==> config.mk <==
export PLATFORM = sky130hd
export DESIGN_NAME = gyro_zero_offset_and_heading_integrator
export DESIGN_NICKNAME = d
export VERILOG_FILES = /design/src/rtl/core/gzhi_pkg.sv /design/src/rtl/core/gyro_zero_offset_and_heading_integrator.sv
export SDC_FILE = /design/constraint.sdc
export NUM_CORES = 2
export LEC_CHECK = 0
export BUFFER_PORTS_ARGS = -buffer_cell sky130_fd_sc_hd__buf_4
export CORE_MARGIN = 10
export CORE_UTILIZATION = 40
export DETAILED_ROUTE_END_ITERATION = 10
export GPL_TIMING_DRIVEN = 0
export SYNTH_ARGS = -nofsm -noshare
export SYNTH_HDL_FRONTEND = slang
export SYNTH_SLANG_ARGS = --single-unit
==> constraint.sdc <==
create_clock -name clk -period 10.5 [get_ports clk]
set_input_delay 1.05 -clock clk [delete_from_list [all_inputs] [get_ports clk]]
set_output_delay 1.05 -clock clk [all_outputs]
set_load 0.005 [all_outputs]
==> src/rtl/core/gzhi_pkg.sv <==
// Shared types and constants for the gyro zero offset and heading integrator.
package gzhi_pkg;

    // Field widths
    localparam int SAMPLE_W  = 16;
    localparam int RATE_W    = 23;
    localparam int HEADING_W = 32;

    // Zeroing: number of samples averaged, counter and sum widths
    localparam int               COUNT_W      = 4;
    localparam logic [COUNT_W-1:0] ZERO_SAMPLES = 4'd10;
    localparam int               SUM_W        = 20;

    // Divide by ten: floor(n / 10) == (n * 419431) >> 22 for n below 699050
    localparam int          DIV10_IN_W  = 19;
    localparam int          DIV10_SHIFT = 22;
    localparam logic [18:0] DIV10_MUL   = 19'd419431;

    // Delta magnitude fits 16 bits unsigned (at most 65535)
    localparam int MAG_W = 16;

    // Yaw rate: delta * 62500 / 1024 == delta * 15625 >> 8
    localparam int          RATE_SHIFT = 8;
    localparam logic [13:0] RATE_MUL   = 14'd15625;
    localparam int          RATE_MAG_W = 22;

    // Heading step: delta * 15625 / 15360 == ((delta * 3125) >> 10) / 3
    localparam int          HEAD_SHIFT = 10;
    localparam logic [11:0] HEAD_MUL   = 12'd3125;
    localparam int          HEAD_PRE_W = 18;

    // Divide by three: floor(n / 3) == (n * 174763) >> 19 for n below 524288
    localparam int          DIV3_SHIFT = 19;
    localparam logic [17:0] DIV3_MUL   = 18'd174763;
    localparam int          STEP_W     = 17;

    // What the second stage does with a request
    typedef enum logic [1:0] {
        MODE_ZERO,
        MODE_CLEAR,
        MODE_INTEG
    } gzhi_mode_t;

    // First-to-second stage payload
    typedef struct packed {
        gzhi_mode_t              mode;
        logic                    neg;
        logic [RATE_MAG_W-1:0]   rate_mag;
        logic [HEAD_PRE_W-1:0]   head_pre;
    } gzhi_mid_t;

endpackage

==> src/rtl/core/gyro_zero_offset_and_heading_integrator.sv <==
// Gyro zero offset calibration and heading integration, three register stages.
// A request moves from the input register to the product register and then to the result register.
// Throughput: one request per cycle while out_stall is low; the input register, the product register and
// the result register each move independently, so bubbles collapse under stall.
// Reset (rst_n low, async): pipeline empties, zeroing restarts with 10 samples to
// take, offset sum, heading and yaw rate clear to zero.
module gyro_zero_offset_and_heading_integrator
    import gzhi_pkg::*;
(
    input  logic                        clk,
    input  logic                        rst_n,
    input  logic                        in_valid,
    output logic                        in_stall,
    input  logic signed [SAMPLE_W-1:0]  sample,
    output logic                        out_valid,
    input  logic                        out_stall,
    output logic                        calibrated,
    output logic signed [RATE_W-1:0]    yaw_rate,
    output logic signed [HEADING_W-1:0] heading
);

    // Stage registers
    logic                     in_full_reg,   in_full_next;
    logic [SAMPLE_W-1:0]      sample_reg;
    logic                     mid_valid_reg, mid_valid_next;
    gzhi_mid_t                mid_reg,       mid_next;
    logic                     out_valid_reg, out_valid_next;

    // Calibration state
    logic                     running_reg,   running_next;
    logic [COUNT_W-1:0]       left_reg,      left_next;
    logic [SUM_W-1:0]         sum_reg,       sum_next;

    // Integration state, also the result payload
    logic                     cal_reg,       cal_next;
    logic [RATE_W-1:0]        rate_reg,      rate_next;
    logic [HEADING_W-1:0]     heading_reg,   heading_next;

    // Handshake
    logic out_free, mid_free, in_free, in_load, in_move, mid_move;

    // First stage datapath
    logic [SUM_W-1:0]              s_ext;
    logic [SUM_W-1:0]              sum_add;
    logic [SUM_W-1:0]              sum_abs;
    logic [DIV10_IN_W+18:0]        q_prod;
    logic [MAG_W-1:0]              q_mag;
    logic [SUM_W-1:0]              offset_new;
    logic [MAG_W:0]                delta;
    logic [MAG_W:0]                delta_abs;
    logic [MAG_W-1:0]              mag;
    logic [MAG_W+13:0]             rate_prod;
    logic [MAG_W+11:0]             head_prod;

    // Second stage datapath
    logic [HEAD_PRE_W+17:0]        div3_prod;
    logic [STEP_W-1:0]             step_mag;
    logic [HEADING_W-1:0]          step_ext;

    // Flow control: each stage advances when the next one is free or draining
    always_comb
    begin
        out_free = !out_valid_reg || !out_stall;
        mid_free = !mid_valid_reg || out_free;
        in_free  = !in_full_reg || mid_free;
        in_load  = in_valid && in_free;
        in_move  = in_full_reg && mid_free;
        mid_move = mid_valid_reg && out_free;

        in_full_next   = in_load ? 1'b1 : (in_move ? 1'b0 : in_full_reg);
        mid_valid_next = in_move ? 1'b1 : (mid_move ? 1'b0 : mid_valid_reg);
        out_valid_next = mid_move ? 1'b1 : (out_free ? 1'b0 : out_valid_reg);
    end

    assign in_stall = !in_free;

    // Zeroing sum, divide by ten toward zero, delta and constant products
    always_comb
    begin
        s_ext      = {{(SUM_W-SAMPLE_W){sample_reg[SAMPLE_W-1]}}, sample_reg};
        sum_add    = sum_reg + s_ext;
        sum_abs    = sum_add[SUM_W-1] ? (~sum_add + 1'b1) : sum_add;
        q_prod     = (DIV10_IN_W+19)'(sum_abs[DIV10_IN_W-1:0]) * (DIV10_IN_W+19)'(DIV10_MUL);
        q_mag      = q_prod[DIV10_SHIFT +: MAG_W];
        offset_new = sum_add[SUM_W-1] ? (~SUM_W'(q_mag) + 1'b1) : SUM_W'(q_mag);

        delta      = {sample_reg[SAMPLE_W-1], sample_reg} - sum_reg[MAG_W:0];
        delta_abs  = delta[MAG_W] ? (~delta + 1'b1) : delta;
        mag        = delta_abs[MAG_W-1:0];
        rate_prod  = (MAG_W+14)'(mag) * (MAG_W+14)'(RATE_MUL);
        head_prod  = (MAG_W+12)'(mag) * (MAG_W+12)'(HEAD_MUL);

        running_next = running_reg;
        left_next    = left_reg;
        sum_next     = sum_reg;

        mid_next.neg      = delta[MAG_W];
        mid_next.rate_mag = rate_prod[RATE_SHIFT +: RATE_MAG_W];
        mid_next.head_pre = head_prod[HEAD_SHIFT +: HEAD_PRE_W];
        mid_next.mode     = MODE_INTEG;

        if (!running_reg)
        begin
            left_next = left_reg - 1'b1;
            if (left_reg == COUNT_W'(1))
            begin
                sum_next      = offset_new;
                running_next  = 1'b1;
                mid_next.mode = MODE_CLEAR;
            end
            else
            begin
                sum_next      = sum_add;
                mid_next.mode = MODE_ZERO;
            end
        end
    end

    // Divide by three, apply sign, set calibrated and yaw rate, clear or accumulate heading by mode
    always_comb
    begin
        div3_prod = (HEAD_PRE_W+18)'(mid_reg.head_pre) * (HEAD_PRE_W+18)'(DIV3_MUL);
        step_mag  = div3_prod[DIV3_SHIFT +: STEP_W];
        step_ext  = mid_reg.neg ? (~HEADING_W'(step_mag) + 1'b1) : HEADING_W'(step_mag);

        cal_next     = cal_reg;
        rate_next    = rate_reg;
        heading_next = heading_reg;

        case (mid_reg.mode)
            MODE_ZERO:
            begin
                cal_next = 1'b0;
            end
            MODE_CLEAR:
            begin
                cal_next     = 1'b1;
                heading_next = '0;
            end
            MODE_INTEG:
            begin
                cal_next     = 1'b1;
                rate_next    = mid_reg.neg ? (~RATE_W'(mid_reg.rate_mag) + 1'b1)
                                           : RATE_W'(mid_reg.rate_mag);
                heading_next = heading_reg + step_ext;
            end
            default:
            begin
                cal_next = cal_reg;
            end
        endcase
    end

    // Control and state registers
    always_ff @(posedge clk or negedge rst_n)
    begin
        if (!rst_n)
        begin
            in_full_reg   <= 1'b0;
            mid_valid_reg <= 1'b0;
            out_valid_reg <= 1'b0;
            running_reg   <= 1'b0;
            left_reg      <= ZERO_SAMPLES;
            sum_reg       <= '0;
            cal_reg       <= 1'b0;
            rate_reg      <= '0;
            heading_reg   <= '0;
        end
        else
        begin
            in_full_reg   <= in_full_next;
            mid_valid_reg <= mid_valid_next;
            out_valid_reg <= out_valid_next;
            if (in_move)
            begin
                running_reg <= running_next;
                left_reg    <= left_next;
                sum_reg     <= sum_next;
            end
            if (mid_move)
            begin
                cal_reg     <= cal_next;
                rate_reg    <= rate_next;
                heading_reg <= heading_next;
            end
        end
    end

    // Payload registers
    always_ff @(posedge clk)
    begin
        if (in_load)
        begin
            sample_reg <= sample;
        end
        if (in_move)
        begin
            mid_reg <= mid_next;
        end
    end

    assign out_valid  = out_valid_reg;
    assign calibrated = cal_reg;
    assign yaw_rate   = rate_reg;
    assign heading    = heading_reg;

    // Once calibrated, the block never returns to zeroing
    a_running_holds: assert property (@(posedge clk) disable iff (!rst_n)
        running_reg |=> running_reg)
        else $error("calibration state fell back to zeroing");

    // While zeroing there is always at least one sample left to take
    a_left_nonzero: assert property (@(posedge clk) disable iff (!rst_n)
        !running_reg |-> (left_reg != '0))
        else $error("zeroing with no samples left");

    // Uncalibrated results carry zero rate and zero heading
    a_uncal_zero: assert property (@(posedge clk) disable iff (!rst_n)
        (out_valid_reg && !cal_reg) |-> (rate_reg == '0 && heading_reg == '0))
        else $error("nonzero result before calibration");

    // Integration requests only follow the offset being formed
    a_integ_after_cal: assert property (@(posedge clk) disable iff (!rst_n)
        (mid_valid_reg && mid_reg.mode == MODE_INTEG) |-> running_reg)
        else $error("integration request while zeroing");

endmodule
; ---- After elaboration in Yosys (flattened, before gate mapping)
; Cells that the tools add are included.
[word_totals]
reg_bits = 143
input_bits = 20
out_inout_bits = 58
[op_classes]
eq_ne = 3
n_addsub = 9
bitwise_logic = 6
mux = 17
n_mul = 4
reduce_logical = 22
[ops]
columns = op, n
row1 = case mux 32 bit (2 select lines), 1
row2 = 2-to-1 mux 20 bit, 2
row3 = "multiplier 19 x 19 -> 38 bit, second input constant", 1
row4 = "multiplier 18 x 18 -> 36 bit, second input constant", 1
row5 = "adder 32 x 1 -> 32 bit, second input constant", 1
row6 = adder 32 bit, 1
row7 = 2-to-1 mux 32 bit, 1
row8 = NOT 17 -> 32 bit, 1
row9 = "multiplier 16 x 14 -> 30 bit, second input constant", 1
row10 = "multiplier 16 x 12 -> 28 bit, second input constant", 1
row11 = "adder 23 x 1 -> 23 bit, second input constant", 1
row12 = 2-to-1 mux 23 bit, 1
row13 = NOT 22 -> 23 bit, 1
row14 = "adder 20 x 1 -> 20 bit, second input constant", 1
row15 = adder 20 bit, 1
row16 = NOT 16 -> 20 bit, 1
row17 = "adder 19 x 1 -> 19 bit, second input constant", 1
row18 = 2-to-1 mux 19 bit, 1
row19 = NOT 19 bit, 1
row20 = subtractor 17 bit, 1
row21 = "adder 16 x 1 -> 16 bit, second input constant", 1
row22 = 2-to-1 mux 16 bit, 1
row23 = NOT 16 bit, 1
row24 = nonzero test 2 bit, 5
row25 = other kinds (13), 32

; ---- Depth between registers and ports, before layout
[depth]
ltp_word = 9
ltp_mapped = 40

; ---- Worst setup path after synthesis
; Ideal clock, no wire load.
[synth_timing]
path_kind = register to register
from = register sample_reg[8]
to = register sum_reg[16]
t_arrival_ns = 9.335
setup_slack_ns = 1.044
stages_incl_launch_ff = 36
setup_ns = 0.121
path_cell_list = edfxtp_1 ha_1 clkbuf_1 nor4_1 o211ai_1 nand2_1 o21ai_1 o31ai_1 a31oi_1 o211ai_1 clkbuf_1 nor2_1 xnor2_1 ha_1 inv_1 fa_1 inv_1 fa_1 fa_1 fa_1 inv_1 fa_1 inv_1 ha_1 a21oi_1 o21ai_0 a2111oi_0 o211a_1 o21ai_1 a22o_1 o41ai_1 xnor2_1 a211o_1 o21ai_0 o21ai_1 o22a_1
[synth_via]
elab_chain_cells = 9
[synth_lines]
columns = item, line
row1 = from (decl), gyro_zero_offset_and_heading_integrator.sv:24  ; logic [SAMPLE_W-1:0] sample_reg;
row2 = from (signal assigned), gyro_zero_offset_and_heading_integrator.sv:194  ; sample_reg <= sample;
row3 = adder 20 bit (*), gyro_zero_offset_and_heading_integrator.sv:81  ; sum_add = sum_reg + s_ext;
row4 = NOT 19 bit, gyro_zero_offset_and_heading_integrator.sv:82  ; sum_abs = sum_add[SUM_W-1] ? (~sum_add + 1'b1) : sum_add;
row5 = adder 19 x 1 -> 19 bit, gyro_zero_offset_and_heading_integrator.sv:82
row6 = 2-to-1 mux 19 bit, gyro_zero_offset_and_heading_integrator.sv:82
row7 = multiplier 19 x 19 -> 38 bit, gyro_zero_offset_and_heading_integrator.sv:83  ; q_prod = (DIV10_IN_W+19)'(sum_abs[DIV10_IN_W-1:0]) * (DIV10_IN_W+19)'(DIV10_MUL);
row8 = NOT 16 -> 20 bit, gyro_zero_offset_and_heading_integrator.sv:85  ; offset_new = sum_add[SUM_W-1] ? (~SUM_W'(q_mag) + 1'b1) : SUM_W'(q_mag);
row9 = adder 20 x 1 -> 20 bit, gyro_zero_offset_and_heading_integrator.sv:85
row10 = 2-to-1 mux 20 bit, gyro_zero_offset_and_heading_integrator.sv:85
row11 = 2-to-1 mux 20 bit (*), gyro_zero_offset_and_heading_integrator.sv:105  ; if (left_reg == COUNT_W'(1))
row12 = to (signal assigned), gyro_zero_offset_and_heading_integrator.sv:178  ; sum_reg <= sum_next;
row13 = to (decl), gyro_zero_offset_and_heading_integrator.sv:32  ; logic [SUM_W-1:0] sum_reg, sum_next;
; Every way passes the cells marked *; elsewhere a longest branch is shown, timed or not.
; A chain may end at the register's enable or synchronous reset.

; ---- Worst setup path in the final report
[layout_timing]
from = register sample_reg[6]
to = register sum_reg[16]
; Same word-level chain as after synthesis.

==> metrics.txt <==
run status finished clean; H-tree depth 4; fill cell count 6857; WL met2 31800 µm; Global Route Usage Sum 0.174; mean post-synth cell area 9.50 µm²; nets 4046; Final Hold Fails 0; commonest cells after routing, fill and taps aside inv_1 (651), ha_1 (567), fa_1 (345), a21oi_1 (131), nor2_1 (131); Buffers & Inverters on Critical Path 6; cts hold-fix bufs 0; clk slew on worst S/H paths 0.08 ns; die area 0.0820 mm²; Post-synth EDFFs 59; core area 0.0701 mm²; max reg flops 43; clk root buf clkbuf_16; MaxCap Viol Count 0; Vias/cell 5.06; I/O Buffers 77; register area share after synthesis 0.137; hold path cells 2; fin cells 4064; CP max-delay cell fa_1; first-pass GRT wire length 114000 µm; Clock Skew 0.0183 ns; std cell rows 97; most common cell after layout, fill and taps aside inv_1; synth warn 0; met3 WL 2560 µm; starting density of the core 0.405; die span in x 286 µm; worst-case reg-to-reg path depth 35; latest clock arrival within the worst-skew pair 0.48 ns; worst reg2reg endpoint sum_reg[16]; Synth Register Bits 143; # clock sinks 143; Final HPWL DP 60300 µm; Hold Path Sink yaw_rate[2]; total gr overflow 0; Slew Viols, Final 0; worst-margin pin slew 1.24 ns; Metal-1 WL 34200 µm; Critical Path Source Type register; number of global-route vias before repair 20901; TritonCTS clock tree yes; slowest stage delay, CP 0.57 ns; drt wl/cell 17.1 µm; Hold Crit Class reg2reg; # diodes 0; crit path max fanout 10; Netlist cell types 87; ANT nets after route 0; ys flop type dfrtp_1; Die Span Y 286 µm; Inst Count DP 4005; Max clock buf depth 2; ys async rst share 0.587; top layer in use met4; crit share post-route 0.956; Iter 0 DRT Violations 1104; FF-to-FF Start sample_reg[6]; share of cells above drive strength 1 0.0736; Crit path max-delay family adder cells; FF-to-FF setup slack 0.46 ns; Max Fclk 99.6 MHz; Crit. End Element register; vias 20573; final WL 69600 µm; GP Congestion 0.916; largest net degree at the start of global routing 85; IO Pins 78; DR pass1 iterations 7; synthesized area 0.0284 mm²; Layout area overhead 10.8%; DRC 0; Critical Setup Path Class reg2reg; # setup viols final 0; initial antenna violation count 0; syn nets 3923; worst min-delay path startpoint yaw_rate[2]; slew margin rel. 0.166; Critical Path AT 10.40 ns; min Tclk post-route 10.04 ns; CP required 10.86 ns; cts bufs inserted 17; post-synthesis cell count 2988
kinds of logic after synthesis:
family / share of synthesized area
adder cells (fa/ha/maj): 0.495
multiplexers: 0.00225
AO/OA/AOI/OAI: 0.122
buffers and inverters: 0.0929
flip-flops: 0.137
AND/OR/NAND/NOR: 0.0854
XOR/XNOR: 0.0665
Yosys cell counts, types with 13 or more instances:
cell,instances,share of area
a21o_1,43,0.011
a21oi_1,133,0.023
a22o_1,26,0.0080
a31oi_1,20,0.0044
a41oi_1,13,0.0040
and2_1,15,0.0033
and3_1,18,0.0040
clkbuf_1,45,0.0060
dfrtp_1,82,0.072
edfxtp_1,59,0.062
fa_1,345,0.24
ha_1,570,0.25
inv_1,652,0.086
nand2_1,130,0.017
nand2b_1,24,0.0053
nand3_1,27,0.0048
nand4_1,17,0.0037
nor2_1,131,0.017
nor2b_1,22,0.0049
nor3_1,46,0.0081
o211ai_1,17,0.0045
o21a_1,25,0.0066
o21ai_0,100,0.018
o21bai_1,14,0.0037
o31ai_1,24,0.0063
or3_1,16,0.0035
xnor2_1,132,0.041
xor2_1,79,0.024
per-stage QoR:
stage / setup slack, ns / cell area (µm²) / hold slack, ns / util / setup TNS (ns)
floorplan: 1.04 / 28400 / 0.454 / - / 0
global placement: -1.60 / 30100 / 0.467 / 0.430 / -23.80
detailed placement: -1.60 / 30100 / 0.477 / 0.430 / -23.91
CTS: 0.0128 / 31000 / 0.495 / 0.442 / 0
global route: -0.0463 / 31400 / 0.518 / 0.448 / -0.0813
finish: 0.459 / 31400 / 0.484 / 0.448 / 0
final cells by class:
type                    count  area [µm²]  area share
inverters                 653        2450      0.0780
repair buffers            109         818      0.0260
multi-input cells        2143       22300       0.710
clock buffers              17         425      0.0135
plain buffers              44         174     0.00553
flip-flops and latches    143        3880       0.123
clock inverters            15         184     0.00585
well taps                 940        1180      0.0374
timing repair:
action,CTS,global route
resized for setup,40,44
endpoints found under the setup margin,19,23
gates cloned,0,0
endpoints found under the hold margin,0,0
buffers inserted,10,22
pin swaps,7,14
layer usage:
metal / global-route usage / up-vias
li1: - / 10196
met4: 0.0341 / 0
met3: 0.0233 / 70
met2: 0.284 / 395
met1: 0.243 / 9912
met5: 0 / -
worst reg2reg max path: cells and delay by family, from the launching register on:
kind,cells,cell delay (ns)
fa+ha+maj,8,3.96
compound gates,14,3.55
simple gates,5,0.83
buf+inv,6,0.78
xor+xnor,2,0.41
flops,1,0.41
worst max path at each step:
stage                   from           to  slack (ns)  cells after the start
6_report       sample_reg[6]  sum_reg[16]        0.46                     35
4_1_cts        sample_reg[6]  sum_reg[16]        0.01                     35
3_5_place_dp   sample_reg[6]  sum_reg[16]       -1.60                     36
2_1_floorplan  sample_reg[8]  sum_reg[16]        1.04                     35
5_1_grt        sample_reg[0]  sum_reg[14]       -0.05                     39
3_3_place_gp   sample_reg[8]  sum_reg[16]       -1.60                     35
Power is left out: the tool's default activity adds up to more than one toggle a clock period on the data nets, which glitch-free logic cannot reach.
